**src/rtl/bwbs_pkg.sv**
```systemverilog
// Shared types, constants and register indexes for the white-balance statistics block.
package bwbs_pkg;

    // Default parameter values
    localparam int DEF_PIXEL_BITS = 12;
    localparam int DEF_SUM_BITS   = 33;

    // Fixed field widths
    localparam int CNT_BITS        = 13;
    localparam int COEFF_BITS      = 16;
    localparam int GAIN_BITS       = 23;
    localparam int GREEN_GAIN_BITS = 13;

    // Scaling shifts and ratio constants
    localparam int SHIFT_RB    = 19;
    localparam int SHIFT_G     = 20;
    localparam int RATIO_SHIFT = 11;
    localparam logic [GREEN_GAIN_BITS-1:0] RATIO_GREEN = 13'd4096;

    // Configuration port
    localparam int CFG_ADDR_BITS = 3;
    localparam int CFG_DATA_BITS = 16;

    localparam logic [CFG_ADDR_BITS-1:0] CFG_FRAME_WIDTH  = 3'd0;
    localparam logic [CFG_ADDR_BITS-1:0] CFG_FRAME_HEIGHT = 3'd1;
    localparam logic [CFG_ADDR_BITS-1:0] CFG_BAYER_PHASE  = 3'd2;
    localparam logic [CFG_ADDR_BITS-1:0] CFG_STATS_ENABLE = 3'd3;
    localparam logic [CFG_ADDR_BITS-1:0] CFG_AVG_COEFF    = 3'd4;
    localparam logic [CFG_ADDR_BITS-1:0] CFG_RATIO_MODE   = 3'd5;

    // Register reset values
    localparam logic [CNT_BITS-1:0]   RST_FRAME_WIDTH  = 13'd1920;
    localparam logic [CNT_BITS-1:0]   RST_FRAME_HEIGHT = 13'd1080;
    localparam logic [1:0]            RST_BAYER_PHASE  = 2'd0;
    localparam logic                  RST_STATS_ENABLE = 1'b1;
    localparam logic [COEFF_BITS-1:0] RST_AVG_COEFF    = 16'd1;
    localparam logic                  RST_RATIO_MODE   = 1'b0;

    // Colour channel codes after the phase XOR
    localparam logic [1:0] CH_RED  = 2'd0;
    localparam logic [1:0] CH_BLUE = 2'd3;

    // Sequence positions of the gain unit channels
    localparam logic [1:0] SEQ_RED   = 2'd0;
    localparam logic [1:0] SEQ_GREEN = 2'd1;
    localparam logic [1:0] SEQ_BLUE  = 2'd2;

    // Gain sequencer states
    typedef enum logic [1:0] {
        GS_IDLE,
        GS_MUL,
        GS_DIV,
        GS_DONE
    } t_gain_state;

    // Request from the stream side to the gain sequencer
    typedef struct packed {
        logic start;
        logic ratio_mode;
    } t_gain_req;

endpackage

```
**src/rtl/bayer_white_balance_stats_core.sv**
```systemverilog
// Top level: pixel pass-through, Bayer channel sums and frame-end gain update.
//
//  Channel  | Direction | Word contents
//  ---------+-----------+-------------------------------------------------------
//  s_axis   | in        | tdata: pixel_in
//  m_axis   | out       | tdata: pixel_out, red_gain, green_gain, blue_gain;
//           |           | tlast: frame_done
//  cfg      | in        | i_cfg_addr register index, i_cfg_data value
//
// Each ordinary pixel goes to the output register as it is accepted; the next can follow
// while that register is free or draining. The last pixel of a frame first starts the
// gain unit: shift-add multiplies, then ratio-mode restoring division, on one shared adder.
// s_axis_tready stays low from that pixel until its word is loaded into the output register.
// Reset (synchronous, active low) clears counters, sums, held gains; resets registers.
// Output stalls hold the output register; input is taken only when it is free or draining.
module bayer_white_balance_stats_core #(
    parameter int PIXEL_BITS = bwbs_pkg::DEF_PIXEL_BITS,
    parameter int SUM_BITS   = bwbs_pkg::DEF_SUM_BITS
) (
    input  logic                                    i_clk,
    input  logic                                    i_rst_n,
    // pixel_in
    input  logic [((PIXEL_BITS+7)/8)*8-1:0]         s_axis_tdata,
    input  logic                                    s_axis_tvalid,
    output logic                                    s_axis_tready,
    // pixel_out, red_gain, green_gain, blue_gain
    output logic [((PIXEL_BITS+59+7)/8)*8-1:0]      m_axis_tdata,
    output logic                                    m_axis_tlast,
    output logic                                    m_axis_tvalid,
    input  logic                                    m_axis_tready,
    input  logic                                    i_cfg_valid,
    output logic                                    o_cfg_ready,
    input  logic [bwbs_pkg::CFG_ADDR_BITS-1:0]      i_cfg_addr,
    input  logic [bwbs_pkg::CFG_DATA_BITS-1:0]      i_cfg_data
);
    import bwbs_pkg::*;

    // Configuration registers
    logic [CNT_BITS-1:0]   r_frame_width;
    logic [CNT_BITS-1:0]   r_frame_height;
    logic [1:0]            r_bayer_phase;
    logic                  r_stats_enable;
    logic [COEFF_BITS-1:0] r_avg_coeff;
    logic                  r_ratio_mode;

    // Frame position and sums
    logic [CNT_BITS-1:0]   r_col, n_col;
    logic [CNT_BITS-1:0]   r_row, n_row;
    logic [SUM_BITS-1:0]   r_sum_r, n_sum_r;
    logic [SUM_BITS-1:0]   r_sum_g, n_sum_g;
    logic [SUM_BITS-1:0]   r_sum_b, n_sum_b;

    // Held gains and control
    logic [GAIN_BITS-1:0]       r_gain_r;
    logic [GREEN_GAIN_BITS-1:0] r_gain_g;
    logic [GAIN_BITS-1:0]       r_gain_b;
    logic                       r_busy;
    logic                       r_gains_ok;
    logic                       r_start;
    logic [PIXEL_BITS-1:0]      r_pix_hold;

    // Output register
    logic                       r_out_valid;
    logic                       r_out_last;
    logic [PIXEL_BITS-1:0]      r_out_pix;
    logic [GAIN_BITS-1:0]       r_out_gain_r;
    logic [GREEN_GAIN_BITS-1:0] r_out_gain_g;
    logic [GAIN_BITS-1:0]       r_out_gain_b;

    logic                       w_accept;
    logic                       w_out_free;
    logic                       w_emit_end;
    logic [PIXEL_BITS-1:0]      w_pix;
    logic [1:0]                 w_chan;
    logic                       w_row_end;
    logic                       w_frame_end;
    logic                       w_done;
    logic [GAIN_BITS-1:0]       w_gain_r;
    logic [GREEN_GAIN_BITS-1:0] w_gain_g;
    logic [GAIN_BITS-1:0]       w_gain_b;
    t_gain_req                  w_req;

    // Handshakes
    assign o_cfg_ready   = 1'b1;
    assign w_out_free    = !r_out_valid || m_axis_tready;
    assign s_axis_tready = !r_busy && w_out_free;
    assign w_accept      = s_axis_tvalid && s_axis_tready;
    assign w_emit_end    = r_busy && r_gains_ok && w_out_free;
    assign w_pix         = s_axis_tdata[PIXEL_BITS-1:0];

    // Write configuration registers
    always_ff @(posedge i_clk) begin
        if (!i_rst_n) begin
            r_frame_width  <= RST_FRAME_WIDTH;
            r_frame_height <= RST_FRAME_HEIGHT;
            r_bayer_phase  <= RST_BAYER_PHASE;
            r_stats_enable <= RST_STATS_ENABLE;
            r_avg_coeff    <= RST_AVG_COEFF;
            r_ratio_mode   <= RST_RATIO_MODE;
        end else if (i_cfg_valid) begin
            case (i_cfg_addr)
                CFG_FRAME_WIDTH:  r_frame_width  <= i_cfg_data[CNT_BITS-1:0];
                CFG_FRAME_HEIGHT: r_frame_height <= i_cfg_data[CNT_BITS-1:0];
                CFG_BAYER_PHASE:  r_bayer_phase  <= i_cfg_data[1:0];
                CFG_STATS_ENABLE: r_stats_enable <= i_cfg_data[0];
                CFG_AVG_COEFF:    r_avg_coeff    <= i_cfg_data[COEFF_BITS-1:0];
                CFG_RATIO_MODE:   r_ratio_mode   <= i_cfg_data[0];
                default: ;
            endcase
        end
    end

    // Position counters and channel accumulation for the accepted pixel
    always_comb begin
        w_chan      = {r_row[0], r_col[0]} ^ r_bayer_phase;
        w_row_end   = ({1'b0, r_col} + 14'd1) >= {1'b0, r_frame_width};
        w_frame_end = w_row_end && (({1'b0, r_row} + 14'd1) >= {1'b0, r_frame_height});
        n_col   = r_col;
        n_row   = r_row;
        n_sum_r = r_sum_r;
        n_sum_g = r_sum_g;
        n_sum_b = r_sum_b;
        if (w_accept) begin
            if (r_stats_enable) begin
                case (w_chan)
                    CH_RED:  n_sum_r = r_sum_r + SUM_BITS'(w_pix);
                    CH_BLUE: n_sum_b = r_sum_b + SUM_BITS'(w_pix);
                    default: n_sum_g = r_sum_g + SUM_BITS'(w_pix);
                endcase
            end
            if (w_row_end) begin
                n_col = '0;
                n_row = w_frame_end ? '0 : r_row + CNT_BITS'(1);
            end else begin
                n_col = r_col + CNT_BITS'(1);
            end
        end
        // Clear the sums once the gain unit has read them
        if (w_done) begin
            n_sum_r = '0;
            n_sum_g = '0;
            n_sum_b = '0;
        end
    end

    always_ff @(posedge i_clk) begin
        if (!i_rst_n) begin
            r_col   <= '0;
            r_row   <= '0;
            r_sum_r <= '0;
            r_sum_g <= '0;
            r_sum_b <= '0;
        end else begin
            r_col   <= n_col;
            r_row   <= n_row;
            r_sum_r <= n_sum_r;
            r_sum_g <= n_sum_g;
            r_sum_b <= n_sum_b;
        end
    end

    // Frame-end gain computation
    assign w_req.start      = r_start;
    assign w_req.ratio_mode = r_ratio_mode;

    bwbs_gain_seq #(
        .PIXEL_BITS (PIXEL_BITS),
        .SUM_BITS   (SUM_BITS)
    ) u_gain_seq (
        .i_clk        (i_clk),
        .i_rst_n      (i_rst_n),
        .i_req        (w_req),
        .i_coeff      (r_avg_coeff),
        .i_red_sum    (r_sum_r),
        .i_green_sum  (r_sum_g),
        .i_blue_sum   (r_sum_b),
        .o_done       (w_done),
        .o_red_gain   (w_gain_r),
        .o_green_gain (w_gain_g),
        .o_blue_gain  (w_gain_b)
    );

    // Track the frame-end word and latch new gains
    always_ff @(posedge i_clk) begin
        if (!i_rst_n) begin
            r_busy     <= 1'b0;
            r_gains_ok <= 1'b0;
            r_start    <= 1'b0;
            r_gain_r   <= '0;
            r_gain_g   <= '0;
            r_gain_b   <= '0;
        end else begin
            r_start <= w_accept && w_frame_end;
            if (w_accept && w_frame_end) begin
                r_busy <= 1'b1;
            end else if (w_emit_end) begin
                r_busy     <= 1'b0;
                r_gains_ok <= 1'b0;
            end
            if (w_done) begin
                r_gains_ok <= 1'b1;
                r_gain_r   <= w_gain_r;
                r_gain_g   <= w_gain_g;
                r_gain_b   <= w_gain_b;
            end
        end
    end

    always_ff @(posedge i_clk) begin
        if (w_accept) begin
            r_pix_hold <= w_pix;
        end
    end

    // Output register: load plain pixels at once, the frame-end word once gains are ready
    always_ff @(posedge i_clk) begin
        if (!i_rst_n) begin
            r_out_valid <= 1'b0;
        end else if (w_accept && !w_frame_end) begin
            r_out_valid <= 1'b1;
        end else if (w_emit_end) begin
            r_out_valid <= 1'b1;
        end else if (m_axis_tready) begin
            r_out_valid <= 1'b0;
        end
    end

    always_ff @(posedge i_clk) begin
        if (w_accept && !w_frame_end) begin
            r_out_last   <= 1'b0;
            r_out_pix    <= w_pix;
            r_out_gain_r <= r_gain_r;
            r_out_gain_g <= r_gain_g;
            r_out_gain_b <= r_gain_b;
        end else if (w_emit_end) begin
            r_out_last   <= 1'b1;
            r_out_pix    <= r_pix_hold;
            r_out_gain_r <= r_gain_r;
            r_out_gain_g <= r_gain_g;
            r_out_gain_b <= r_gain_b;
        end
    end

    // Pack the output word
    always_comb begin
        m_axis_tdata = '0;
        m_axis_tdata[PIXEL_BITS-1:0]                       = r_out_pix;
        m_axis_tdata[PIXEL_BITS +: GAIN_BITS]              = r_out_gain_r;
        m_axis_tdata[PIXEL_BITS+GAIN_BITS +: GREEN_GAIN_BITS] = r_out_gain_g;
        m_axis_tdata[PIXEL_BITS+GAIN_BITS+GREEN_GAIN_BITS +: GAIN_BITS] = r_out_gain_b;
    end
    assign m_axis_tvalid = r_out_valid;
    assign m_axis_tlast  = r_out_last;

    // No input taken while a frame-end word is outstanding
    a_busy_blocks_input: assert property (@(posedge i_clk) disable iff (!i_rst_n)
        r_busy |-> !s_axis_tready)
        else $error("input accepted during gain computation");

    // Gain unit finishes only for an outstanding frame end
    a_done_while_busy: assert property (@(posedge i_clk) disable iff (!i_rst_n)
        w_done |-> (r_busy && !r_gains_ok))
        else $error("gain unit finished without a pending frame end");

    // A frame-end pixel starts the gain unit on the next cycle
    a_frame_end_starts: assert property (@(posedge i_clk) disable iff (!i_rst_n)
        (w_accept && w_frame_end) |=> (r_busy && r_start))
        else $error("frame end did not start the gain unit");

    // Sums are cleared by the time the frame-end word leaves the busy phase
    a_sums_cleared: assert property (@(posedge i_clk) disable iff (!i_rst_n)
        $fell(r_busy) |-> (r_sum_r == '0 && r_sum_g == '0 && r_sum_b == '0
                           && r_out_last && r_out_valid))
        else $error("sums not cleared after frame end");

endmodule

```
**src/rtl/bwbs_addsub.sv**
```systemverilog
// Shared adder/subtractor used by the gain sequencer for both multiply and divide steps.
module bwbs_addsub #(
    parameter int WIDTH = 49
) (
    input  logic [WIDTH-1:0] i_a,
    input  logic [WIDTH-1:0] i_b,
    input  logic             i_sub,
    output logic [WIDTH-1:0] o_y
);

    // Add, or subtract through the inverted operand and carry in
    assign o_y = i_a + (i_sub ? ~i_b : i_b) + {{(WIDTH-1){1'b0}}, i_sub};

endmodule

```
**src/rtl/bwbs_gain_seq.sv**
```systemverilog
// Sequencer that scales the channel sums and forms the gains with one shared adder.
module bwbs_gain_seq #(
    parameter int PIXEL_BITS = bwbs_pkg::DEF_PIXEL_BITS,
    parameter int SUM_BITS   = bwbs_pkg::DEF_SUM_BITS
) (
    input  logic                                   i_clk,
    input  logic                                   i_rst_n,
    input  bwbs_pkg::t_gain_req                    i_req,
    input  logic [bwbs_pkg::COEFF_BITS-1:0]        i_coeff,
    input  logic [SUM_BITS-1:0]                    i_red_sum,
    input  logic [SUM_BITS-1:0]                    i_green_sum,
    input  logic [SUM_BITS-1:0]                    i_blue_sum,
    output logic                                   o_done,
    output logic [bwbs_pkg::GAIN_BITS-1:0]         o_red_gain,
    output logic [bwbs_pkg::GREEN_GAIN_BITS-1:0]   o_green_gain,
    output logic [bwbs_pkg::GAIN_BITS-1:0]         o_blue_gain
);
    import bwbs_pkg::*;

    localparam int PW    = SUM_BITS + COEFF_BITS;
    localparam int MB    = $clog2(COEFF_BITS);
    localparam int DB    = $clog2(PIXEL_BITS);
    localparam int STEPW = (MB > DB) ? MB : DB;

    t_gain_state r_state, n_state;
    logic [1:0]            r_chan, n_chan;
    logic [STEPW-1:0]      r_step, n_step;
    logic                  r_ratio, n_ratio;
    logic [PW-1:0]         r_acc, n_acc;
    logic [PIXEL_BITS-1:0] r_avg_r, n_avg_r;
    logic [PIXEL_BITS-1:0] r_avg_g, n_avg_g;
    logic [PIXEL_BITS-1:0] r_avg_b, n_avg_b;
    logic [PIXEL_BITS-1:0] r_rem, n_rem;
    logic [PIXEL_BITS-1:0] r_quo, n_quo;
    logic [PIXEL_BITS-1:0] r_quo_r, n_quo_r;
    logic [PIXEL_BITS-1:0] r_quo_b, n_quo_b;

    logic [PW-1:0]         w_a, w_b, w_y;
    logic                  w_sub;
    logic [SUM_BITS-1:0]   w_sum_sel;
    logic [PIXEL_BITS:0]   w_trial;
    logic [PIXEL_BITS-1:0] w_den;
    logic [PIXEL_BITS-1:0] w_avg_new;
    logic [PIXEL_BITS-1:0] w_quo_new;
    logic                  w_ge;

    // Shared arithmetic unit
    bwbs_addsub #(.WIDTH(PW)) u_addsub (
        .i_a   (w_a),
        .i_b   (w_b),
        .i_sub (w_sub),
        .o_y   (w_y)
    );

    // Operand selection for the current step
    always_comb begin
        case (r_chan)
            SEQ_RED:   w_sum_sel = i_red_sum;
            SEQ_GREEN: w_sum_sel = i_green_sum;
            default:   w_sum_sel = i_blue_sum;
        endcase
        w_den     = r_chan[1] ? r_avg_b : r_avg_r;
        w_trial   = {r_rem, r_avg_g[r_step[DB-1:0]]};
        if (r_state == GS_DIV) begin
            w_a   = PW'(w_trial);
            w_b   = PW'(w_den);
            w_sub = 1'b1;
        end else begin
            w_a   = {r_acc[PW-2:0], 1'b0};
            w_b   = i_coeff[r_step[MB-1:0]] ? PW'(w_sum_sel) : '0;
            w_sub = 1'b0;
        end
    end

    // Trial result, next quotient and scaled average from the adder output
    assign w_ge      = ~w_y[PW-1];
    assign w_quo_new = {r_quo[PIXEL_BITS-2:0], w_ge};
    assign w_avg_new = (r_chan == SEQ_GREEN) ? w_y[SHIFT_G +: PIXEL_BITS]
                                             : w_y[SHIFT_RB +: PIXEL_BITS];

    // Next state: multiply each sum bit-serially, then in ratio mode divide green by red and blue
    always_comb begin
        n_state = r_state;
        n_chan  = r_chan;
        n_step  = r_step;
        n_ratio = r_ratio;
        n_acc   = r_acc;
        n_avg_r = r_avg_r;
        n_avg_g = r_avg_g;
        n_avg_b = r_avg_b;
        n_rem   = r_rem;
        n_quo   = r_quo;
        n_quo_r = r_quo_r;
        n_quo_b = r_quo_b;
        o_done  = 1'b0;
        case (r_state)
            GS_IDLE: begin
                if (i_req.start) begin
                    n_state = GS_MUL;
                    n_ratio = i_req.ratio_mode;
                    n_chan  = SEQ_RED;
                    n_step  = STEPW'(COEFF_BITS - 1);
                    n_acc   = '0;
                end
            end
            GS_MUL: begin
                n_acc = w_y;
                if (r_step == '0) begin
                    case (r_chan)
                        SEQ_RED:   n_avg_r = w_avg_new;
                        SEQ_GREEN: n_avg_g = w_avg_new;
                        default:   n_avg_b = w_avg_new;
                    endcase
                    n_acc  = '0;
                    n_step = STEPW'(COEFF_BITS - 1);
                    if (r_chan == SEQ_BLUE) begin
                        if (r_ratio) begin
                            n_state = GS_DIV;
                            n_chan  = SEQ_RED;
                            n_step  = STEPW'(PIXEL_BITS - 1);
                            n_rem   = '0;
                            n_quo   = '0;
                        end else begin
                            n_state = GS_DONE;
                        end
                    end else begin
                        n_chan = r_chan + 2'd1;
                    end
                end else begin
                    n_step = r_step - STEPW'(1);
                end
            end
            GS_DIV: begin
                // Restoring step; a zero divisor always passes, giving all ones
                n_rem = w_ge ? w_y[PIXEL_BITS-1:0] : w_trial[PIXEL_BITS-1:0];
                n_quo = w_quo_new;
                if (r_step == '0) begin
                    n_rem = '0;
                    n_quo = '0;
                    if (r_chan == SEQ_BLUE) begin
                        n_quo_b = w_quo_new;
                        n_state = GS_DONE;
                    end else begin
                        n_quo_r = w_quo_new;
                        n_chan  = SEQ_BLUE;
                        n_step  = STEPW'(PIXEL_BITS - 1);
                    end
                end else begin
                    n_step = r_step - STEPW'(1);
                end
            end
            GS_DONE: begin
                o_done  = 1'b1;
                n_state = GS_IDLE;
            end
            default: n_state = GS_IDLE;
        endcase
    end

    // Hold the sequencer state
    always_ff @(posedge i_clk) begin
        if (!i_rst_n) begin
            r_state <= GS_IDLE;
        end else begin
            r_state <= n_state;
        end
    end

    // Datapath registers
    always_ff @(posedge i_clk) begin
        r_chan  <= n_chan;
        r_step  <= n_step;
        r_ratio <= n_ratio;
        r_acc   <= n_acc;
        r_avg_r <= n_avg_r;
        r_avg_g <= n_avg_g;
        r_avg_b <= n_avg_b;
        r_rem   <= n_rem;
        r_quo   <= n_quo;
        r_quo_r <= n_quo_r;
        r_quo_b <= n_quo_b;
    end

    // Gains for the selected mode
    assign o_red_gain   = r_ratio ? GAIN_BITS'({r_quo_r, {RATIO_SHIFT{1'b0}}})
                                  : GAIN_BITS'(r_avg_r);
    assign o_green_gain = r_ratio ? RATIO_GREEN : GREEN_GAIN_BITS'(r_avg_g);
    assign o_blue_gain  = r_ratio ? GAIN_BITS'({r_quo_b, {RATIO_SHIFT{1'b0}}})
                                  : GAIN_BITS'(r_avg_b);

endmodule

```
**config.mk**
```make
export PLATFORM = sky130hd
export DESIGN_NAME = bayer_white_balance_stats_core
export DESIGN_NICKNAME = d
export VERILOG_FILES = /design/src/rtl/bwbs_pkg.sv /design/src/rtl/bayer_white_balance_stats_core.sv /design/src/rtl/bwbs_addsub.sv /design/src/rtl/bwbs_gain_seq.sv
export SDC_FILE = /design/constraint.sdc
export NUM_CORES = 1
export LEC_CHECK = 0
export BUFFER_PORTS_ARGS = -buffer_cell sky130_fd_sc_hd__buf_2
export CAP_MARGIN = 25
export CORE_AREA = 2 2 207 209
export CTS_BUF_LIST = sky130_fd_sc_hd__clkbuf_16
export DETAILED_ROUTE_END_ITERATION = 16
export DIE_AREA = 0 0 209 211
export PLACE_DENSITY = 0.89
export SETUP_SLACK_MARGIN = 0.3
export SYNTH_ARGS = -nofsm -noshare
export SYNTH_HDL_FRONTEND = slang
export SYNTH_HIERARCHICAL = 1
export SYNTH_SLANG_ARGS = --single-unit
```
**constraint.sdc**
```tcl
create_clock -name i_clk -period 5.9 [get_ports i_clk]
set_input_delay 1.18 -clock i_clk [delete_from_list [all_inputs] [get_ports i_clk]]
set_output_delay 1.18 -clock i_clk [all_outputs]
set_load 0.01 [all_outputs]
```
==> results of run 1 <==
## sequential cells by signal, summed over array words and instances (netlist names), 16 cells and up
name              count
u_gain_seq/r_acc     48
r_sum_b              33
r_sum_g              33
r_sum_r              33
r_gain_b             23
r_gain_r             23
r_out_gain_b         23
r_out_gain_r         23
r_avg_coeff          16
## area by class of cell
type,instances,area [µm²]
clock buffers,48,1200
clock inverters,42,432
fillers,2826,13000
inverters,78,294
multi-input cells,2040,13900
flip-flops and latches,458,11400
well taps,539,674
repair buffers,151,926
## synth_stat cells (all sizes together) (8+ instances only)
cell	number	area, µm²
nand2	317	1190
a21oi	244	1330
dfxtp	237	4740
edfxtp	221	6640
nor2	192	721
mux2i	128	1280
ha	122	1530
clkbuf	107	403
o21ai	106	546
nor2b	84	533
and3	83	519
xor2	81	709
inv	76	285
nand3	67	340
xnor2	60	526
buf	58	340
mux2	50	589
nand4	46	300
a21o	44	330
and2	30	188
o31ai	28	215
a211oi	25	215
nor3	25	130
o211ai	23	173
or4	23	173
or3	21	136
nand2b	19	119
or2	18	113
a31oi	17	121
o21bai	16	124
a2111o	15	169
a2111oi	15	190
o221ai	13	176
nor4	11	90.1
a21boi	8	60.1
nand3b	8	60.1
o21a	8	60.1
## repair_timing
item | CTS | global route
endpoints found under the hold margin | 0 | 0
gates resized for setup | 0 | 1
setup buffers | 0 | 3
setup endpoints to repair | 0 | 11
## cell families (layout without fill, tap and decap cells)
logic type	count (synthesis)	after routing
and+or+nand+nor	968	968
AOI/OAI and AO/OA	606	606
DFF	458	458
buffers and inverters	243	319
muxes	181	181
xor gates and xnor gates	141	141
adders and majority gates	126	126
other	3	18
## metal layers
metal / track usage / up-vias
li1: - / 9950
met1: 0.349 / 10400
met2: 0.513 / 1082
met3: 0.0477 / 282
met4: 0.151 / 0
met5: 0 / -
## power breakdown
group	internal [mW]	switching (mW)	total [mW]
combinational	0.383	0.694	1.08
clock	1.77	1.36	3.13
sequential	3.48	0.0764	3.56
total	5.63	2.13	7.77
## worst reg2reg max path, stage by stage (launching register included)
cell      delay [ps]
dfxtp_1          480
inv_1            200
ha_4             300
a211oi_2         320
nand3_2          190
buf_4            280
a21oi_2          190
xor2_1           220
ha_1             280
a21oi_1          250
o21ai_0          200
a311oi_1         530
a21oi_4          160
a31oi_4          300
o21ai_1          190
a31oi_1          260
xnor2_2          230
buf_8            230
mux2i_1          290
nor2_1            90
## worst paths after layout
path | from | cells past startpoint | to
worst max-delay path | u_gain_seq/r_state[0]$_SDFFE_PN0P_ | 19 | u_gain_seq/r_rem[7]$_SDFFCE_PN0P_
worst min register to register | r_gain_b[1]$_SDFFE_PN0P_ | 0 | r_out_gain_b[1]$_DFFE_PP_
worst max register to register | u_gain_seq/r_state[0]$_SDFFE_PN0P_ | 19 | u_gain_seq/r_rem[7]$_SDFFCE_PN0P_
worst min-delay path | r_gain_b[1]$_SDFFE_PN0P_ | 0 | r_out_gain_b[1]$_DFFE_PP_
==> impl_metrics.py, run 1 <==
metrics = {
    "sta": {
        "rsz0062_at_grt": "no",
        "max_slew_margin": 0.307,
        "holdWs_ps": 433,
        "fin_crit_sh": 0.925,
        "setup_tns_ps": 0,
        "tightest_slew_ps": 1040,
        "slew_viol_final": 0,
        "setup_violations": 0,
        "finalCriticalPeriod_ps": 5460,
        "fin_ws_ps": 442,
        "max_freq_mhz": 183,
        "clock_skew_ps": 21.1,
        "hold_viol": 0,
    },
    "final_layout": {
        "final_design_area_no_fill_mm2": 0.0288,
        "final_util": 0.689,
        "antenna_cells": 0,
        "fin_cells": 3356,
        "drive_gt1_frac": 0.135,
        "final_common_cell": "nand2_1",
        "final_cell_mix": "nand2_1 (316), dfxtp_1 (237), edfxtp_1 (221)",
        "syn2layout_area_growth_pct": 9.96,
        "final_nets": 2943,
    },
    "global_route": {
        "antenna_found_initial": 0,
        "grt_overflow": 0,
        "grt_max_degree": 91,
        "grt_pass1_vias": 21200,
        "groute.usage.overall": 0.293,
        "grt_pass1_wl_um": 106000,
    },
    "routing": {
        "wl_um": 66700,
        "wl_met2_um": 33100,
        "m1WireLength_um": 25700,
        "wl_met3_um": 4650,
        "viasPerCell": 6.47,
        "drtPass1Iterations": 8,
        "drt_iter0_drc": 2196,
        "wire_per_inst_um": 19.9,
        "ant_nets": 0,
        "top_layer_used": "met4",
        "route.vias.total": 21700,
        "drc": 0,
    },
    "power": {
        "peakVddDrop_v": 0.000192,
        "p_total_mw": 7.77,
        "powerDensity_mw_per_mm2": 270,
        "p_leak_nw": 11.3,
    },
    "cts": {
        "cts.sinks": 458,
        "cts_inserted_buffers": 48,
        "worstSkewPairLatency_ps": 610,
        "cts_root_buffer": "clkbuf_16",
        "clk_pin_slew_ps": 70,
        "clockBufferDepth": 3,
        "cts_tree": "done",
        "htree_levels": 2,
        "holdBufCountCts": 0,
    },
    "logic_synthesis": {
        "synth_compound_area_frac": 0.158,
        "synthArstFlopShare": 0,
        "yosys.area_share.simple": 0.185,
        "synth-seq-cells": 458,
        "ys_seq_area_frac": 0.435,
        "syn_area_per_cell_um2": 9.61,
        "synth_top_family_by_area": "simple AND/OR/NAND/NOR gates",
        "synthMuxAreaShare": 0.0740,
        "synth_xor_area_frac": 0.0472,
        "ys_warn_count": 6,
        "synth_ff_type": "dfxtp_1",
        "synth_edf_count": 221,
        "synth_cell_type_count": 102,
        "synthAdderAreaFrac": 0.0614,
        "synth_cells": 2726,
        "syn_area_mm2": 0.0262,
    },
    "placement": {
        "gp_congestion": 0.947,
        "place_inst": 3258,
        "io_buffers": 109,
        "pre_cts_slack_ps": 646,
        "dp_hpwl_um": 44300,
        "place_area_mm2": 0.0271,
    },
    "min_path": {
        "min_path_type": "reg2reg",
    },
    "setup_path": {
        "r2r_slack_ps": 440,
        "path_cells": "inv_1, ha_4, a211oi_2, nand3_2, buf_4, a21oi_2, xor2_1, ha_1, a21oi_1, o21ai_0, a311oi_1, a21oi_4, a31oi_4, o21ai_1, a31oi_1, xnor2_2, buf_8, mux2i_1, nor2_1",
        "crit_fanout": 28,
        "cpLargestDelayFamily": "compound AO/OA/AOI/OAI gates",
        "worstSetupStartpointType": "flip-flop",
        "critPathMaxStageDelay_ps": 530,
        "critPathKind": "reg2reg",
        "worstPathRequired_ps": 6230,
        "arrival_ps": 5790,
        "path_buf_inv": 3,
        "endpoint_kind": "flip-flop",
        "crit_slowest_cell": "a311oi_1",
    },
    "floorplan": {
        "start_util": 0.627,
        "core_mm2": 0.0418,
        "fp.dieW_um": 209,
        "io_pins": 116,
        "die-area_mm2": 0.0441,
        "die_h_um": 211,
        "row_count": 75,
    },
    "flow_run": {
        "drv_cap": 0,
    },
    "run_status": {
        "outcome": "finished, final reports clean",
    },
}
Power figures use the tool's default switching activity.
==> run 2, diff against run 1 <==
--- a/config.mk
+++ b/config.mk
@@ -13,6 +13,7 @@
 export DIE_AREA = 0 0 209 211
 export PLACE_DENSITY = 0.89
 export SETUP_SLACK_MARGIN = 0.3
+export SLEW_MARGIN = 25
 export SYNTH_ARGS = -nofsm -noshare
 export SYNTH_HDL_FRONTEND = slang
 export SYNTH_HIERARCHICAL = 1
==> constraint.sdc (replaced) <==
create_clock -name i_clk -period 5.6 [get_ports i_clk]
set_input_delay 1.12 -clock i_clk [delete_from_list [all_inputs] [get_ports i_clk]]
set_output_delay 1.12 -clock i_clk [all_outputs]
set_load 0.01 [all_outputs]
==> run 2 against run 1 <==
  * Count of clock-buffer cells in the layout is the same
  * Worst setup slack gained 60 ps
  * Maximum frequency grew 7.1%
  * Non-clock buffer count shrank 4
==> impl_metrics.py, run 2 (synthesized netlist as in run 1, its figures left out) <==
metrics = {
    "run_status": {
        "outcome": "finished, final reports clean",
    },
    "setup_path": {
        "endpoint_kind": "flip-flop",
        "path_buf_inv": 4,
        "path_cells": "inv_1, ha_4, a211oi_2, buf_4, nand2_1, o221ai_1, xor2_1, inv_1, fa_1, nor2b_2, o21ai_2, a2111o_1, a21oi_4, a31oi_4, o21ai_2, a31oi_1, xnor2_2, buf_6, mux2i_1, nor2_1",
        "r2r_cells": 20,
        "r2r_slack_ps": 500,
        "critPathKind": "reg2reg",
        "cpLargestDelayFamily": "compound AO/OA/AOI/OAI gates",
        "critPathMaxStageDelay_ps": 460,
        "rr_endpoint": "u_gain_seq/r_rem[6]$_SDFFCE_PN0P_",
        "rr_startpoint": "u_gain_seq/r_state[0]$_SDFFE_PN0P_",
        "crit_slowest_cell": "a2111o_1",
        "worstPathRequired_ps": 5930,
        "worstSetupStartpointType": "flip-flop",
        "crit_fanout": 21,
        "arrival_ps": 5430,
    },
    "global_route": {
        "grt_pass1_vias": 20500,
        "grt_max_degree": 83,
        "grt_overflow": 0,
        "grt_pass1_wl_um": 104000,
        "groute.usage.overall": 0.290,
        "antenna_found_initial": 0,
    },
    "power": {
        "p_leak_nw": 11.2,
        "p_total_mw": 7.88,
        "peakVddDrop_v": 0.000228,
        "powerDensity_mw_per_mm2": 275,
    },
    "sta": {
        "setup_violations": 0,
        "tightest_slew_ps": 1020,
        "slew_viol_final": 0,
        "max_freq_mhz": 196,
        "fin_crit_sh": 0.910,
        "clock_skew_ps": 33.0,
        "finalCriticalPeriod_ps": 5100,
        "hold_viol": 0,
        "setup_tns_ps": 0,
        "rsz0062_at_grt": "no",
        "max_slew_margin": 0.315,
    },
    "cts": {
        "cts_root_buffer": "clkbuf_16",
        "cts.sinks": 458,
        "worstSkewPairLatency_ps": 620,
        "cts_inserted_buffers": 48,
        "holdBufCountCts": 0,
        "clk_pin_slew_ps": 60,
        "cts_tree": "done",
        "clockBufferDepth": 3,
        "htree_levels": 2,
    },
    "floorplan": {
        "io_pins": 116,
        "die_h_um": 211,
        "start_util": 0.627,
        "row_count": 75,
        "fp.dieW_um": 209,
        "die-area_mm2": 0.0441,
        "core_mm2": 0.0418,
    },
    "routing": {
        "ant_nets": 0,
        "wire_per_inst_um": 19.6,
        "drc": 0,
        "wl_um": 65700,
        "route.vias.total": 21200,
        "viasPerCell": 6.34,
        "drt_iter0_drc": 1882,
        "drtPass1Iterations": 5,
    },
    "final_layout": {
        "drive_gt1_frac": 0.129,
        "final_cell_mix": "nand2_1 (316), dfxtp_1 (237), edfxtp_1 (221)",
        "final_nets": 2939,
        "antenna_cells": 0,
        "final_util": 0.685,
        "final_common_cell": "nand2_1",
        "syn2layout_area_growth_pct": 9.26,
        "top_register": "u_gain_seq/r_acc",
        "largest_reg_flops": 48,
    },
    "placement": {
        "dp_hpwl_um": 44300,
        "io_buffers": 109,
        "gp_congestion": 0.913,
    },
    "min_path": {
        "min_from": "r_gain_g[0]$_SDFFE_PN0P_",
        "min_path_type": "reg2reg",
        "min_delay_path_depth": 0,
        "hold_path_end": "r_out_gain_g[0]$_DFFE_PP_",
    },
    "flow_run": {
        "drv_cap": 0,
    },
}
run 2: cell count changes in the layout (fill, tap and decap cells not counted), sizes merged:
cell	delta
buf	-3
inv	+14
bufinv	-5
clkbuf	-1
clkinv	-6
clkinvlp	-5
run 2: final cells by class:
| type | instances | area (µm²) |
|---|---|---|
| clock buffer | 48 | 1200 |
| timing repair buffer | 147 | 842 |
| inverter | 78 | 294 |
| tap | 539 | 674 |
| multi-input combinational | 2040 | 13900 |
| sequential | 458 | 11400 |
| fill | 2922 | 13200 |
| clock inverter | 40 | 278 |
run 2: where the power goes:
group | internal [mW] | switching, mW | total (mW) | leakage (nW)
combinational | 0.394 | 0.726 | 1.12 | 6.37
clock | 1.62 | 1.39 | 3.01 | 0.788
sequential | 3.67 | 0.0748 | 3.74 | 4.04
total | 5.68 | 2.19 | 7.88 | 11.2
run 2: layer usage:
metal / share of wire / GRT usage
met5: 0 / 0
met4: 0.042 / 0.138
met3: 0.057 / 0.0352
met2: 0.50 / 0.513
met1: 0.40 / 0.354
run 2: worst max-delay path by stage:
stage / endpoint / cells past startpoint / slack [ps] / startpoint
final: u_gain_seq/r_rem[6]$_SDFFCE_PN0P_ / 20 / 500 / u_gain_seq/r_state[0]$_SDFFE_PN0P_
after global routing: u_gain_seq/r_rem[6]$_SDFFCE_PN0P_ / 20 / 300 / u_gain_seq/r_state[0]$_SDFFE_PN0P_
after CTS: u_gain_seq/r_rem[6]$_SDFFCE_PN0P_ / 19 / 340 / u_gain_seq/r_state[0]$_SDFFE_PN0P_
after detailed placement: u_gain_seq/r_rem[6]$_SDFFCE_PN0P_ / 17 / 350 / u_gain_seq/r_step[0]$_DFFE_PP_
after global placement: u_gain_seq/r_rem[2]$_SDFFCE_PN0P_ / 17 / 560 / u_gain_seq/r_step[0]$_DFFE_PP_
after floorplan: r_out_gain_b[0]$_DFFE_PP_ / 13 / 580 / r_col[0]$_SDFFE_PN0P_
run 2: per-stage QoR:
step | setup slack (ps) | instances | hold slack, ps | cell area [µm²]
after detailed placement | 350 | 3256 | 416 | 27000
after floorplan | 582 | 2741 | 408 | 26200
after global routing | 295 | 3350 | 427 | 28600
after global placement | 561 | 3256 | 415 | 27000
final | 502 | 3350 | 417 | 28600
after CTS | 338 | 3346 | 417 | 28500
run 2: timing repair:
action                     4_1_cts  5_1_grt
setup endpoints to repair        1       22
gates resized for setup          0        7
hold endpoints to repair         0        0
buffers inserted                 2        3
